## src/rtl/wab_pkg.sv

```systemverilog
// Package for the wrapping alpha-blend blit unit.
// Shared widths, codes, handshake structs and the divide-by-255 helper.
// No dependencies.
package wab_pkg;

  localparam int MAX_WIDTH_DEF  = 128;
  localparam int MAX_HEIGHT_DEF = 128;

  localparam int DIM_W       = 8;
  localparam int COORD_W     = 15;
  localparam int OFS_W       = 16;
  localparam int SUM_W       = 18;
  localparam int MAG_W       = 17;
  localparam int CNT_W       = $clog2(MAG_W);
  localparam int CHAN_W      = 8;
  localparam int OUT_COORD_W = 7;
  localparam int CFG_IDX_W   = 3;
  localparam int CFG_DATA_W  = 16;
  localparam int PROD_W      = 2 * CHAN_W;

  localparam logic [CHAN_W-1:0] FULL = 8'd255;

  localparam logic [1:0] MODE_LOAD  = 2'd0;
  localparam logic [1:0] MODE_BLEND = 2'd1;
  localparam logic [1:0] MODE_READ  = 2'd2;

  localparam logic [CFG_IDX_W-1:0] REG_DEST_WIDTH  = 3'd0;
  localparam logic [CFG_IDX_W-1:0] REG_DEST_HEIGHT = 3'd1;
  localparam logic [CFG_IDX_W-1:0] REG_OFFSET_X    = 3'd2;
  localparam logic [CFG_IDX_W-1:0] REG_OFFSET_Y    = 3'd3;

  localparam logic [1:0] CH_ALPHA = 2'd3;

  // byte 0 red, 1 green, 2 blue, 3 alpha
  typedef logic [3:0][CHAN_W-1:0] pixel_t;

  typedef struct packed {
    logic                    start;
    logic [SUM_W-1:0]        sum;
    logic [DIM_W-1:0]        modulus;
  } wrap_req_t;

  typedef struct packed {
    logic                    busy;
    logic                    done;
    logic [DIM_W-1:0]        result;
  } wrap_rsp_t;

  function automatic logic [CHAN_W-1:0] div255(input logic [PROD_W-1:0] p);
    logic [PROD_W:0] t;
    t = {1'b0, p} + (PROD_W+1)'(1) + {{(CHAN_W+1){1'b0}}, p[PROD_W-1:CHAN_W]};
    return t[PROD_W-1:CHAN_W];
  endfunction

endpackage

```

## src/rtl/wab_wrap.sv

```systemverilog
// Floor-modulo unit: one restoring-remainder bit per cycle, then sign fix-up.
// Used in turn for the x and the y axis. Depends on wab_pkg.
module wab_wrap (
  input  logic              clk_i,
  input  logic              rst_ni,
  input  wab_pkg::wrap_req_t req_i,
  output wab_pkg::wrap_rsp_t rsp_o
);

  logic                          busy_q, fix_q, done_q;
  logic [wab_pkg::CNT_W-1:0]     cnt_q;
  logic [wab_pkg::MAG_W-1:0]     mag_q;
  logic [wab_pkg::DIM_W-1:0]     rem_q, mod_q, res_q;
  logic                          neg_q;

  logic [wab_pkg::SUM_W-1:0]     sum_abs;
  logic [wab_pkg::DIM_W:0]       trial, diff;
  logic                          ge;
  logic [wab_pkg::DIM_W-1:0]     rem_d;

  assign sum_abs = req_i.sum[wab_pkg::SUM_W-1] ? (~req_i.sum + wab_pkg::SUM_W'(1)) : req_i.sum;
  assign trial   = {rem_q, mag_q[wab_pkg::MAG_W-1]};
  assign diff    = trial - {1'b0, mod_q};
  assign ge      = trial >= {1'b0, mod_q};
  assign rem_d   = ge ? diff[wab_pkg::DIM_W-1:0] : trial[wab_pkg::DIM_W-1:0];

  always_ff @(posedge clk_i or negedge rst_ni) begin
    if (!rst_ni) begin
      busy_q <= 1'b0;
      fix_q  <= 1'b0;
      done_q <= 1'b0;
      cnt_q  <= '0;
    end else begin
      done_q <= fix_q;
      fix_q  <= busy_q && (cnt_q == '0);
      if (req_i.start) begin
        busy_q <= 1'b1;
        cnt_q  <= wab_pkg::CNT_W'(wab_pkg::MAG_W - 1);
      end else if (busy_q) begin
        cnt_q <= cnt_q - wab_pkg::CNT_W'(1);
        if (cnt_q == '0) begin
          busy_q <= 1'b0;
        end
      end
    end
  end

  always_ff @(posedge clk_i) begin
    if (req_i.start) begin
      mag_q <= sum_abs[wab_pkg::MAG_W-1:0];
      neg_q <= req_i.sum[wab_pkg::SUM_W-1];
      mod_q <= req_i.modulus;
      rem_q <= '0;
    end else if (busy_q) begin
      mag_q <= {mag_q[wab_pkg::MAG_W-2:0], 1'b0};
      rem_q <= rem_d;
    end
    if (fix_q) begin
      res_q <= (neg_q && (rem_q != '0)) ? (mod_q - rem_q) : rem_q;
    end
  end

  assign rsp_o.busy   = busy_q | fix_q;
  assign rsp_o.done   = done_q;
  assign rsp_o.result = res_q;

  a_res_below_mod: assert property (@(posedge clk_i) disable iff (!rst_ni)
    done_q |-> (res_q < mod_q)) else $error("wrap result not below modulus");

  a_no_restart: assert property (@(posedge clk_i) disable iff (!rst_ni)
    req_i.start |-> !(busy_q || fix_q)) else $error("wrap restarted while busy");

endmodule

```

## config.mk

```make
export PLATFORM = sky130hd
export DESIGN_NAME = wab_wrap
export DESIGN_NICKNAME = d
export VERILOG_FILES = /design/src/rtl/wab_pkg.sv /design/src/rtl/wab_wrap.sv
export SDC_FILE = /design/constraint.sdc
export NUM_CORES = 1
export LEC_CHECK = 0
export BUFFER_PORTS_ARGS = -buffer_cell sky130_fd_sc_hd__buf_2
export CAP_MARGIN = 20
export CORE_UTILIZATION = 55
export DETAILED_ROUTE_END_ITERATION = 8
export PLACE_DENSITY = 0.75
export SLEW_MARGIN = 20
export SYNTH_ARGS = -nofsm -noshare
export SYNTH_HDL_FRONTEND = slang
export SYNTH_SLANG_ARGS = --single-unit
```

## constraint.sdc

```tcl
create_clock -name clk_i -period 5.45 [get_ports clk_i]
set_input_delay 0.545 -clock clk_i [delete_from_list [all_inputs] [get_ports clk_i]]
set_output_delay 0.545 -clock clk_i [all_outputs]
set_load 0.01 [all_outputs]
```

# [Yosys cells after proc, flatten, opt, wreduce, memory -nomap -nowiden]
# Cells that the tools add are included.
[totals] regBits=50 inputBits=29 output_inout_bits=10 elab_cells=31
[op_classes] add_sub_neg=4 magnitude_cmp=1 muxes=10 bitwise_logic=2 n_reduce_logical=5
[op_table] cell="$mux W17" n=3
[op_table] cell="$add A17 B1 Y17 const B" n=1
[op_table] cell="$not A17 Y17" n=1
[op_table] cell="$mux W8" n=2
[op_table] cell="$sub A8 B8 Y8" n=2
[op_table] cell="$mux W5" n=2
[op_table] cell="$ge A9 B8 Y1" n=1
[op_table] cell="$reduce_bool A8 Y1" n=1
[op_table] cell="$logic_not A5 Y1" n=1
[op_table] cell="$sub A5 B1 Y5 const B" n=1
[op_table] cell="$mux W1" n=3
[op_table] cell="$logic_and A1 B1 Y1" n=2
[op_table] cell="$reduce_bool A2 Y1" n=1
[op_table] cell="$or A1 B1 Y1" n=1

# [Longest topological paths before layout]
# Gate-level depths: netlist of the first run.
[depth] depth_word=4 depth_mapped=9 ltp_nobuf=9

# [Worst setup path after synthesis of the first run]
# No wires, ideal clock.
[synth_timing] path_kind="in2reg" start="input port req_i[17] (netlist bit)" end="register mag_q[16] (netlist bit) (data pin)" setup_time_ps=271 arrival_time_ps=1854 required_time_ps=5179 setup_slack_ps=3326 cell_stages=5 path_buffers=0 cell_sequence="or4_4 or2_2 o31ai_1 xor2_1 a21oi_1"
[synth_between] elab_chain_len=4
[synth_lines] element="start, declared" line="wab_wrap.sv:6" text="input wab_pkg::wrap_req_t req_i,"
[synth_lines] element="$not A17 Y17" line="wab_wrap.sv:21" text="assign sum_abs = req_i.sum[wab_pkg::SUM_W-1] ? (~req_i.sum + wab_pkg::SUM_W'(1)) : req_i.sum;"
[synth_lines] element="$add A17 B1 Y17" line="wab_wrap.sv:21"
[synth_lines] element="$mux W17" line="wab_wrap.sv:21"
[synth_lines] element="$mux W17" line="wab_wrap.sv:49" text="if (req_i.start) begin"
[synth_lines] element="end signal, assigned" line="wab_wrap.sv:50" text="mag_q <= sum_abs[wab_pkg::MAG_W-1:0];"
[synth_lines] element="end signal, assigned" line="wab_wrap.sv:55" text="mag_q <= {mag_q[wab_pkg::MAG_W-2:0], 1'b0};"
[synth_lines] element="end, declared" line="wab_wrap.sv:12" text="logic [wab_pkg::MAG_W-1:0] mag_q;"
# No other way between the ends.
# A chain may end at the register's enable or synchronous reset.

# [Worst setup path in the final report of the first run]
[layout_timing] start="register rem_q[0] (netlist bit)" end="register res_q[1] (netlist bit) (data pin)"
[layout_between] elab_chain_len=3 word_cells_on_any_way=4 classes_between="add/sub (1); mux (1); reduce/logical (2)"
[layout_lines] element="start, declared" line="wab_wrap.sv:13" text="logic [wab_pkg::DIM_W-1:0] rem_q, mod_q, res_q;"
[layout_lines] element="start signal, assigned" line="wab_wrap.sv:56" text="rem_q <= rem_d;"
[layout_lines] element="parallel branches: the longest is 2 deep, another holds $sub A8 B8 Y8"
[layout_lines] element="$mux W8 (*)" line="wab_wrap.sv:59" text="res_q <= (neg_q && (rem_q != '0)) ? (mod_q - rem_q) : rem_q;"
[layout_lines] element="end signal, assigned" line="wab_wrap.sv:59"
[layout_lines] element="end, declared" line="wab_wrap.sv:13"
# Every way passes the cells marked *.

==> summary.md, run 1 <==
| Metric | Value |
|---|---|
| Largest net degree at the start of global routing | between 50 and 60 |
| YS warnings | 0 |
| RR Endpoint | res_q[1]$_DFFE_PP_ |
| Post-Route M1 WL | around 2600 um |
| Pre-CTS setup slack | 3.05 ns |
| Die extent in y | between 70 and 80 um |
| Largest cells by area after synthesis | edfxtp_1, ha_1, dfrtp_1, dfxtp_1, xor2_1 |
| Worst reg2reg path startpoint | rem_q[0]$_SDFFE_PP0P_ |
| Clk_lat worst skew | 0.30 ns |
| Period utilization | 0.446 |
| Setup Crit Path Kind | reg -> reg |
| Status | completed |
| Die area | about 6000 sq um |
| Clock Sinks | 50 |
| Total global routing overflow | 0 |
| Wire per inst | around 14 um |
| Antenna Cells | 0 |
| Initial core utilization | 0.568 |
| CTS hold repair buffers | 0 |
| Syn nets | between 300 and 400 |
| Ys async rst share | 0.160 |
| Met2 routed wirelength | 3010 um |
| Die Span X | about 77 um |
| CTS Buf Count | 5 |
| Max-cap violations | 0 |
| Peak supply drop | 0.197 mV |
| Nets | about 390 |
| RSZ-0062 raised after global routing | no |
| Placed inst area | approximately 3300 sq um |
| Setup_tns | 0 ns |
| Slowest cell on the critical path | o21ai_1 |
| Syn_area_per_cell | a little over 10 sq um |
| Critical-path cell list | or4_1 -> o21ai_1 -> mux2_2 |
| Number of synthesized register bits | 50 |
| Layout cell share with drive strength beyond 1 | 0.181 |
| Port Buf Inserts | 38 |
| DRC errors left | 0 |
| CP arrival | approximately 2.5 ns |
| Met3 Wirelength | about 260 um |
| Setup crit start kind | flop |
| Vias per inst | 5.73 |
| Post-DP HPWL | approximately 4400 um |
| Final-layout fill cell count | around 480 |
| Vias in the first global route | 2251 |
| Final Max Tran Viols | 0 |
| Synth Cell Area | 3110 sq um |
| Fin. Hold Viols | 0 |
| Highest routed layer | met4 |
| First-pass GRT wire length | 10200 um |
| EDFF count, synth | 34 |
| Vias | roughly 2400 |
| PD cells | about 440 nW/um^2 |
| Setup-failing EPs final | 0 |
| Total track usage | 0.217 |
| Top-Level Pins | 39 |
| Hold Crit Class | in -> async |
| Count of cell types in the netlist | between 50 and 60 |
| Leakage | between 1 and 1.5 nW |
| Post_cts resized | 0 |
| Worst EP required | between 5 and 6 ns |
| Post-synth top flop | edfxtp_1 |
| Sequential area share after synthesis | 0.444 |
| Bufs on Longest Clock Path | 2 |
| Slew @ Worst Pin | between 1 and 1.5 ns |
| Flop-to-flop setup slack | 3.02 ns |
| Initial antenna violation count | 0 |
| Post-synthesis cell count | a little over 300 |
| Final wirelength | slightly below 6000 um |
| CP peak stage delay | 0.85 ns |
| TritonRoute pass-1 iters | 4 |
| Global placer's final weighted congestion | roughly 0.85 |
| Synth area leader | edfxtp_1 |
| Slew headroom | 0.269 |
| CTS Root Cell | clkbuf_8 |
| Final ANT Viol Nets | 0 |
| Critical Path Sink Type | flop |
| Initial DRC Count | 200 |
| Setup WS post-layout | roughly 3.0 ns |
| R2r worst-path depth | 3 |
| FMAX | 412 MHz |
| Fin crit period | around 2.4 ns |
| Final Instance Area | between 3000 and 4000 sq um |
| Site Rows | 27 |
| Final worst clock skew | around 0.0057 ns |
| CTS tree | built |
| Post-CTS Setup Inserts | 0 |
| H-tree Lvls | 2 |
| Core area | around 5500 sq um |
| Clk slew on worst S/H paths | about 0.09 ns |
| Area delta synth->final | 11.1% |
| Worst-path maximum fanout | 15 |
| Post-synth top area share | 0.328 |
==> worst max-delay path: cells and delay by family (launching register included) <==
kind             cells  cell delay (ns)
AO/OA/AOI/OAI        1             0.85
AND/OR/NAND/NOR      1             0.54
multiplexers         1             0.42
flip-flops           1             0.38
==> per-layer routing <==
metal  track usage  vias to the layer above
met3        0.0321                        9
li1              -                     1187
met2         0.371                       68
met4        0.0736                        0
met5             0                        -
met1         0.278                     1116
==> power by group <==
part | internal, mW | total (mW) | switching [mW]
Combinational | 0.299 | 0.658 | 0.360
Sequential | 0.516 | 0.596 | 0.0797
Clock | 0.150 | 0.270 | 0.120
==> registers in the layout (all words and copies together), names as in the netlist <==
name,count
done_q,1
neg_q,1
busy_q,1
rem_q,8
cnt_q,5
fix_q,1
res_q,8
mod_q,8
mag_q,17
==> layout by cell type, fill, tap and decap left out, types with 6 or more instances in the layout <==
cell type,synthesis,final
a311oi_1,7,7
nor3_1,8,8
o21ai_0,13,13
edfxtp_1,34,34
dfrtp_1,8,8
a21oi_1,19,19
nor2_1,31,31
inv_1,24,24
nand3_1,12,12
o21a_1,6,6
buf_2,1,38
nand2_1,16,16
dfxtp_1,8,8
ha_1,18,18
xnor2_1,10,10
clkbuf_8,0,6
xor2_1,17,17
==> worst max-delay path by stage <==
| stage | from | to | cells past startpoint |
|---|---|---|---|
| 6_report | rem_q[0]$_SDFFE_PP0P_ | res_q[1]$_DFFE_PP_ | 3 |
| 3_5_place_dp | rem_q[0]$_SDFFE_PP0P_ | res_q[1]$_DFFE_PP_ | 3 |
| 5_1_grt | mod_q[1]$_DFFE_PP_ | rem_q[1]$_SDFFE_PP0P_ | 8 |
| 2_1_floorplan | req_i[17] | mag_q[16]$_DFFE_PP_ | 5 |
| 3_3_place_gp | rem_q[0]$_SDFFE_PP0P_ | res_q[1]$_DFFE_PP_ | 3 |
| 4_1_cts | rem_q[0]$_SDFFE_PP0P_ | res_q[1]$_DFFE_PP_ | 3 |
==> synth_stat cells (all sizes together), types with 2 or more instances <==
master / instances
a211o: 2
o41ai: 3
o21a: 6
nor2b: 5
dfxtp: 8
edfxtp: 34
o311ai: 2
nand2: 16
a311oi: 7
nand3: 12
buf: 3
o21ai: 15
and3: 2
fa: 2
xor2: 17
mux2: 6
o31a: 2
or4: 6
or3: 2
a211oi: 2
nor4: 2
o31ai: 4
a21o: 5
xnor2: 10
or2: 4
inv: 24
dfrtp: 8
nor2: 31
clkbuf: 7
nor3: 8
mux2i: 4
ha: 18
a21oi: 20
==> kinds of logic (layout without fill, tap and decap cells) <==
logic type,count (synthesis),after routing,synth area share
and+or+nand+nor,93,93,0.146
xor gates and xnor gates,27,27,0.0761
DFF,50,50,0.444
adders and majority gates,20,20,0.0853
buffers and inverters,34,70,0.0451
AOI/OAI and AO/OA,73,73,0.167
muxes,10,10,0.0358
==> area by class of cell <==
type | count | area [sq um] | share of cell area
clock buffer | 7 | 86.3 | 0.0250
clock inverter | 1 | 30.0 | 0.00869
inverter | 24 | 90.1 | 0.0261
multi-input combinational | 223 | 1590 | 0.459
sequential | 50 | 1380 | 0.400
tap | 72 | 90.1 | 0.0261
timing repair buffer | 38 | 190 | 0.0550
==> stage by stage <==
stage	hold WS [ns]	std cells	util	power (mW)
4_1_cts	0.0704	415	0.631	1.53
6_report	0.0734	415	0.631	1.52
2_1_floorplan	0.249	307	-	1.11
5_1_grt	0.0764	415	0.631	1.65
3_3_place_gp	0.390	407	0.610	1.23
3_5_place_dp	0.397	407	0.610	1.26
No activity file was read; power rests on OpenSTA's default activity.
==> run 2, diff against run 1 <==
==> constraint.sdc (replaced) <==
create_clock -name clk_i -period 2.4 [get_ports clk_i]
set_input_delay 0.24 -clock clk_i [delete_from_list [all_inputs] [get_ports clk_i]]
set_output_delay 0.24 -clock clk_i [all_outputs]
set_load 0.01 [all_outputs]
==> summary.md, run 2 (same netlist as run 1, synthesis figures left out) <==
| Metric | Value |
|---|---|
| CTS Root Cell | clkbuf_8 |
| TritonRoute pass-1 iters | 4 |
| Setup-failing EPs final | 0 |
| Met3 usage | 0.0429 |
| First-pass GRT wire length | around 10000 um |
| Leakage | 1.48 nW |
| Bufs on Longest Clock Path | 2 |
| Fin. Hold Viols | 0 |
| CP arrival | roughly 2.3 ns |
| Max reg flops | 17 |
| Post-DP HPWL | between 4000 and 5000 um |
| PD cells | ~1000 nW/um^2 |
| Vias | 2425 |
| Worst EP required | approximately 2.5 ns |
| Hold Crit Class | in -> reg |
| Wire per inst | ~15 um |
| Peak supply drop | about 0.45 mV |
| Initial antenna violation count | 0 |
| Setup Crit Path Kind | reg -> reg |
| Initial DRC Count | 160 |
| Total global routing overflow | 0 |
| DRC errors left | 0 |
| Top reg by flops | mag_q |
| Site Rows | 27 |
| Util after Layout | 0.647 |
| Largest net degree at the start of global routing | 27 |
| Antenna Cells | 0 |
| Total track usage | 0.221 |
| Kind of cell adding the most delay to the critical path | adder cells |
| Setup_tns | 0 ns |
| Final wirelength | around 6200 um |
| CTS Buf Count | 5 |
| Global placer's final weighted congestion | between 0.8 and 0.9 |
| Global routing met2 resource utilization | 0.357 |
| Setup crit start kind | flop |
| Most frequent cells in the layout | buf_2, edfxtp_1, nor2_1 |
| Slew headroom | 0.659 |
| Clk slew on worst S/H paths | roughly 0.090 ns |
| Die extent in y | around 77 um |
| H-tree Lvls | 2 |
| RSZ-0062 raised after global routing | no |
| Final worst clock skew | 0.00753 ns |
| Vias per inst | 5.73 |
| Final ANT Viol Nets | 0 |
| Die area | a little under 6000 sq um |
| Slew @ Worst Pin | a little over 0.5 ns |
| Layout cell share with drive strength beyond 1 | 0.208 |
| Gr busiest metal | met2 |
| Fin crit period | approximately 2.2 ns |
| Top-Level Pins | 39 |
| Critical Path Sink Type | flop |
| Initial core utilization | 0.568 |
| Worst-path maximum fanout | 7 |
| Nets | about 400 |
| Clk_lat worst skew | 0.31 ns |
| Most common cell after layout, fill and taps aside | buf_2 |
| Die Span X | just under 80 um |
| Core area | between 5000 and 6000 sq um |
| Critical-path cell list | ha_1 -> inv_1 -> fa_1 -> a21o_1 -> a21oi_1 -> o21ai_0 -> xnor2_1 -> mux2i_1 |
| Crit path buf inv count | 1 |
| Period utilization | 0.937 |
| Final Max Tran Viols | 0 |
| Slowest cell on the critical path | dfxtp_1 |
| Vias in the first global route | between 2000 and 2500 |
| FMAX | 445 MHz |
| Clock Sinks | 50 |
| Status | completed |
| Power, Total | about 3.5 mW |
| Final-layout fill cell count | around 470 |
| Met1 usage | 0.294 |
| Area delta synth->final | 13.9% |
| CTS tree | built |
| CP peak stage delay | around 0.48 ns |
| Max-cap violations | 0 |
| Port Buf Inserts | 38 |
## run 2: power breakdown
part           switching, mW  internal (mW)
Clock                  0.275          0.298
Combinational          0.866          0.737
Sequential             0.188           1.17
Total                   1.33           2.21
## run 2: final timing paths
path                                        from                    to  slack [ns]  depth (start not counted)
setup / recovery           rem_q[0]$_SDFFE_PP0P_    res_q[6]$_DFFE_PP_        0.15                          8
hold / removal                          req_i[0]    mod_q[0]$_DFFE_PP_        0.10                          1
setup reg to reg           rem_q[0]$_SDFFE_PP0P_    res_q[6]$_DFFE_PP_        0.15                          8
hold reg to reg             cnt_q[4]$_DFFE_PN0P_  cnt_q[4]$_DFFE_PN0P_        0.53                          2
max in group asynchronous                 rst_ni  cnt_q[0]$_DFFE_PN0P_        1.93                          2
min in group asynchronous                 rst_ni  cnt_q[3]$_DFFE_PN0P_        0.30                          2
## run 2: per-layer routing
| layer | share of wire | vias up |
|---|---|---|
| li1 | - | 1205 |
| met1 | 0.45 | 1132 |
| met2 | 0.48 | 77 |
| met3 | 0.047 | 11 |
| met4 | 0.018 | 0 |
| met5 | 0 | - |
## run 2: through the flow
step | instances | area, sq um | setup WS (ns) | hold WS [ns]
3_3_place_gp | 412 | 3380 | 0.190 | 0.0855
5_1_grt | 423 | 3540 | 0.00688 | 0.0885
2_1_floorplan | 307 | 3110 | 0.286 | -0.0556
3_5_place_dp | 412 | 3380 | 0.146 | 0.0946
6_report | 423 | 3540 | 0.152 | 0.101
4_1_cts | 421 | 3500 | 0.110 | 0.0938
## run 2: cell type report
| class | count | area (sq um) | area share |
|---|---|---|---|
| sequential | 50 | 1380 | 0.390 |
| multi-input combinational | 223 | 1620 | 0.456 |
| clock buffer | 8 | 111 | 0.0314 |
| tap | 72 | 90.1 | 0.0254 |
| inverter | 24 | 90.1 | 0.0254 |
| timing repair buffer | 46 | 253 | 0.0714 |
## run 2: timing repair
item | in CTS | in global routing
endpoints found under the setup margin | 0 | 8
gates resized for setup | 0 | 6
hold buffers | 1 | 0
hold endpoints to repair | 8 | 0
buffers inserted | 0 | 2
## run 2: worst reg2reg max path, stage by stage, from the launching register on
cell,delay (ns)
dfxtp_1,0.48
ha_1,0.23
inv_1,0.06
fa_1,0.40
a21o_1,0.20
a21oi_1,0.22
o21ai_0,0.15
xnor2_1,0.16
mux2i_1,0.08
==> run 3, diff against run 2 <==
--- a/config.mk
+++ b/config.mk
@@ -7,9 +7,11 @@
 export LEC_CHECK = 0
 export BUFFER_PORTS_ARGS = -buffer_cell sky130_fd_sc_hd__buf_2
 export CAP_MARGIN = 20
-export CORE_UTILIZATION = 55
+export CELL_PAD_IN_SITES_DETAIL_PLACEMENT = 2
+export CELL_PAD_IN_SITES_GLOBAL_PLACEMENT = 2
+export CORE_UTILIZATION = 37
 export DETAILED_ROUTE_END_ITERATION = 8
-export PLACE_DENSITY = 0.75
+export PLACE_DENSITY = 0.78
 export SLEW_MARGIN = 20
 export SYNTH_ARGS = -nofsm -noshare
 export SYNTH_HDL_FRONTEND = slang
==> summary.md, run 3 (same netlist as run 1, synthesis figures left out) <==
| Metric | Value |
|---|---|
| Core area | roughly 8000 sq um |
| Final ANT Viol Nets | 0 |
| Worst reg2reg path startpoint | mod_q[1]$_DFFE_PP_ |
| Worst-path maximum fanout | 3 |
| Bufs on Longest Clock Path | 2 |
| Status | completed |
| Nets | 402 |
| PD cells | approximately 1000 nW/um^2 |
| Clock Sinks | 50 |
| Clk slew on worst S/H paths | roughly 0.11 ns |
| TritonRoute pass-1 iters | 4 |
| Layout cell share with drive strength beyond 1 | 0.209 |
| HP Start | req_i[3] |
| Setup-failing EPs final | 0 |
| Slew headroom | 0.682 |
| Fin crit period | ~2.3 ns |
| Fin. Hold Viols | 0 |
| Most common cell after layout, fill and taps aside | buf_2 |
| Antenna Cells | 0 |
| RSZ-0062 raised after global routing | no |
| Die extent in y | approximately 94 um |
| CTS Root Cell | clkbuf_8 |
| Hold Path Cell Cnt | 1 |
| Slew @ Worst Pin | between 0.4 and 0.5 ns |
| Critical Path Sink Type | flop |
| Port Buf Inserts | 38 |
| Largest net degree at the start of global routing | 24 |
| Area of the multi-input gates | approximately 1600 sq um |
| Leakage | 1.47 nW |
| Initial antenna violation count | 0 |
| Post-DP HPWL | between 6000 and 7000 um |
| Final-layout fill cell count | 899 |
| H-tree Lvls | 2 |
| CTS Buf Count | 5 |
| Site Rows | 33 |
| Initial core utilization | 0.380 |
| Wire per inst | 17.4 um |
| Initial DRC Count | 49 |
| Final Max Tran Viols | 0 |
| Max-cap violations | 0 |
| Area delta synth->final | 14.7% |
| FMAX | between 400 and 500 MHz |
| Worst EP required | 2.46 ns |
| CTS tree | built |
| DRC errors left | 0 |
| Top reg by flops | mag_q |
| Setup crit start kind | flop |
| Setup Crit Path Kind | reg -> reg |
| Die Span X | ~94 um |
| Global placer's final weighted congestion | 0.794 |
| Max reg flops | 17 |
| CP arrival | 2.32 ns |
| Hold Crit Class | in -> reg |
| Period utilization | 0.942 |
| Setup_tns | 0 ns |
| R2r worst-path depth | 7 |
| Most frequent cells in the layout | buf_2, edfxtp_1, nor2_1 |
| Peak supply drop | ~0.34 mV |
| Total track usage | 0.196 |
| Vias in the first global route | 2676 |
| Register Area | roughly 1400 sq um |
| Placed cell count | around 450 |
| Vias per inst | 5.44 |
| CP startpoint | mod_q[1]$_DFFE_PP_ |
| Clk_lat worst skew | 0.31 ns |
| First-pass GRT wire length | between 10000 and 15000 um |
| Final worst clock skew | 0.0103 ns |
| Die area | between 8000 and 9000 sq um |
| Top-Level Pins | 39 |
| Non-Filler Instances | about 460 |
| Final wirelength | around 8000 um |
| Total global routing overflow | 0 |
| Vias | around 2500 |
## run 3: routing by layer
metal,share of wire,global-route usage,vias to the layer above
li1,-,-,1205
met2,0.53,0.368,31
met3,0.019,0.0291,5
met1,0.44,0.234,1254
met4,0.0084,0.0423,0
met5,0,0,-
## run 3: final cells by class
type	instances	area share
clock buffer	5	0.0193
clock inverter	3	0.00702
inverter	24	0.0253
multi-input combinational	223	0.447
sequential	50	0.387
tap	105	0.0368
timing repair buffer	49	0.0772
## run 3: final timing paths
kind | slack [ns] | end
worst max-delay path | 0.14 | res_q[7]$_DFFE_PP_
max in group asynchronous | 1.93 | cnt_q[0]$_DFFE_PN0P_
worst min register to register | 0.53 | cnt_q[4]$_DFFE_PN0P_
worst min-delay path | 0.10 | mod_q[3]$_DFFE_PP_
worst max register to register | 0.14 | res_q[7]$_DFFE_PP_
min in group asynchronous | 0.29 | cnt_q[4]$_DFFE_PN0P_
## run 3: worst max-delay path, cell delays in order (launching register included)
cell	delay [ns]
edfxtp_1	0.45
buf_4	0.17
ha_1	0.26
nor2b_1	0.14
o31a_1	0.28
o21a_1	0.21
o41ai_1	0.32
o311ai_0	0.17
## run 3: timing repair
action | 4_1_cts | 5_1_grt
resized for setup | 0 | 1
buffers inserted | 0 | 1
endpoints found under the setup margin | 0 | 3
hold buffers | 1 | 0
hold endpoints to repair | 8 | 0
## run 3: report_power, final
part | total, mW | internal [mW] | leakage, nW | switching [mW]
logic | 1.69 | 0.741 | 0.928 | 0.949
clock network | 0.529 | 0.211 | 0.0447 | 0.318
registers | 1.35 | 1.17 | 0.501 | 0.177
total | 3.57 | 2.12 | 1.47 | 1.44
## run 3: through the flow
| step | util | area [sq um] | hold slack (ns) | total power, mW | setup slack [ns] |
|---|---|---|---|---|---|
| floorplan | - | 3110 | -0.0556 | 2.51 | 0.286 |
| global placement | 0.422 | 3450 | 0.0932 | 2.95 | 0.159 |
| detailed placement | 0.422 | 3450 | 0.102 | 3.05 | 0.0488 |
| CTS | 0.434 | 3550 | 0.0883 | 3.59 | 0.0233 |
| global route | 0.436 | 3570 | 0.0785 | 3.82 | 0.00809 |
| finish | 0.436 | 3570 | 0.101 | 3.57 | 0.138 |
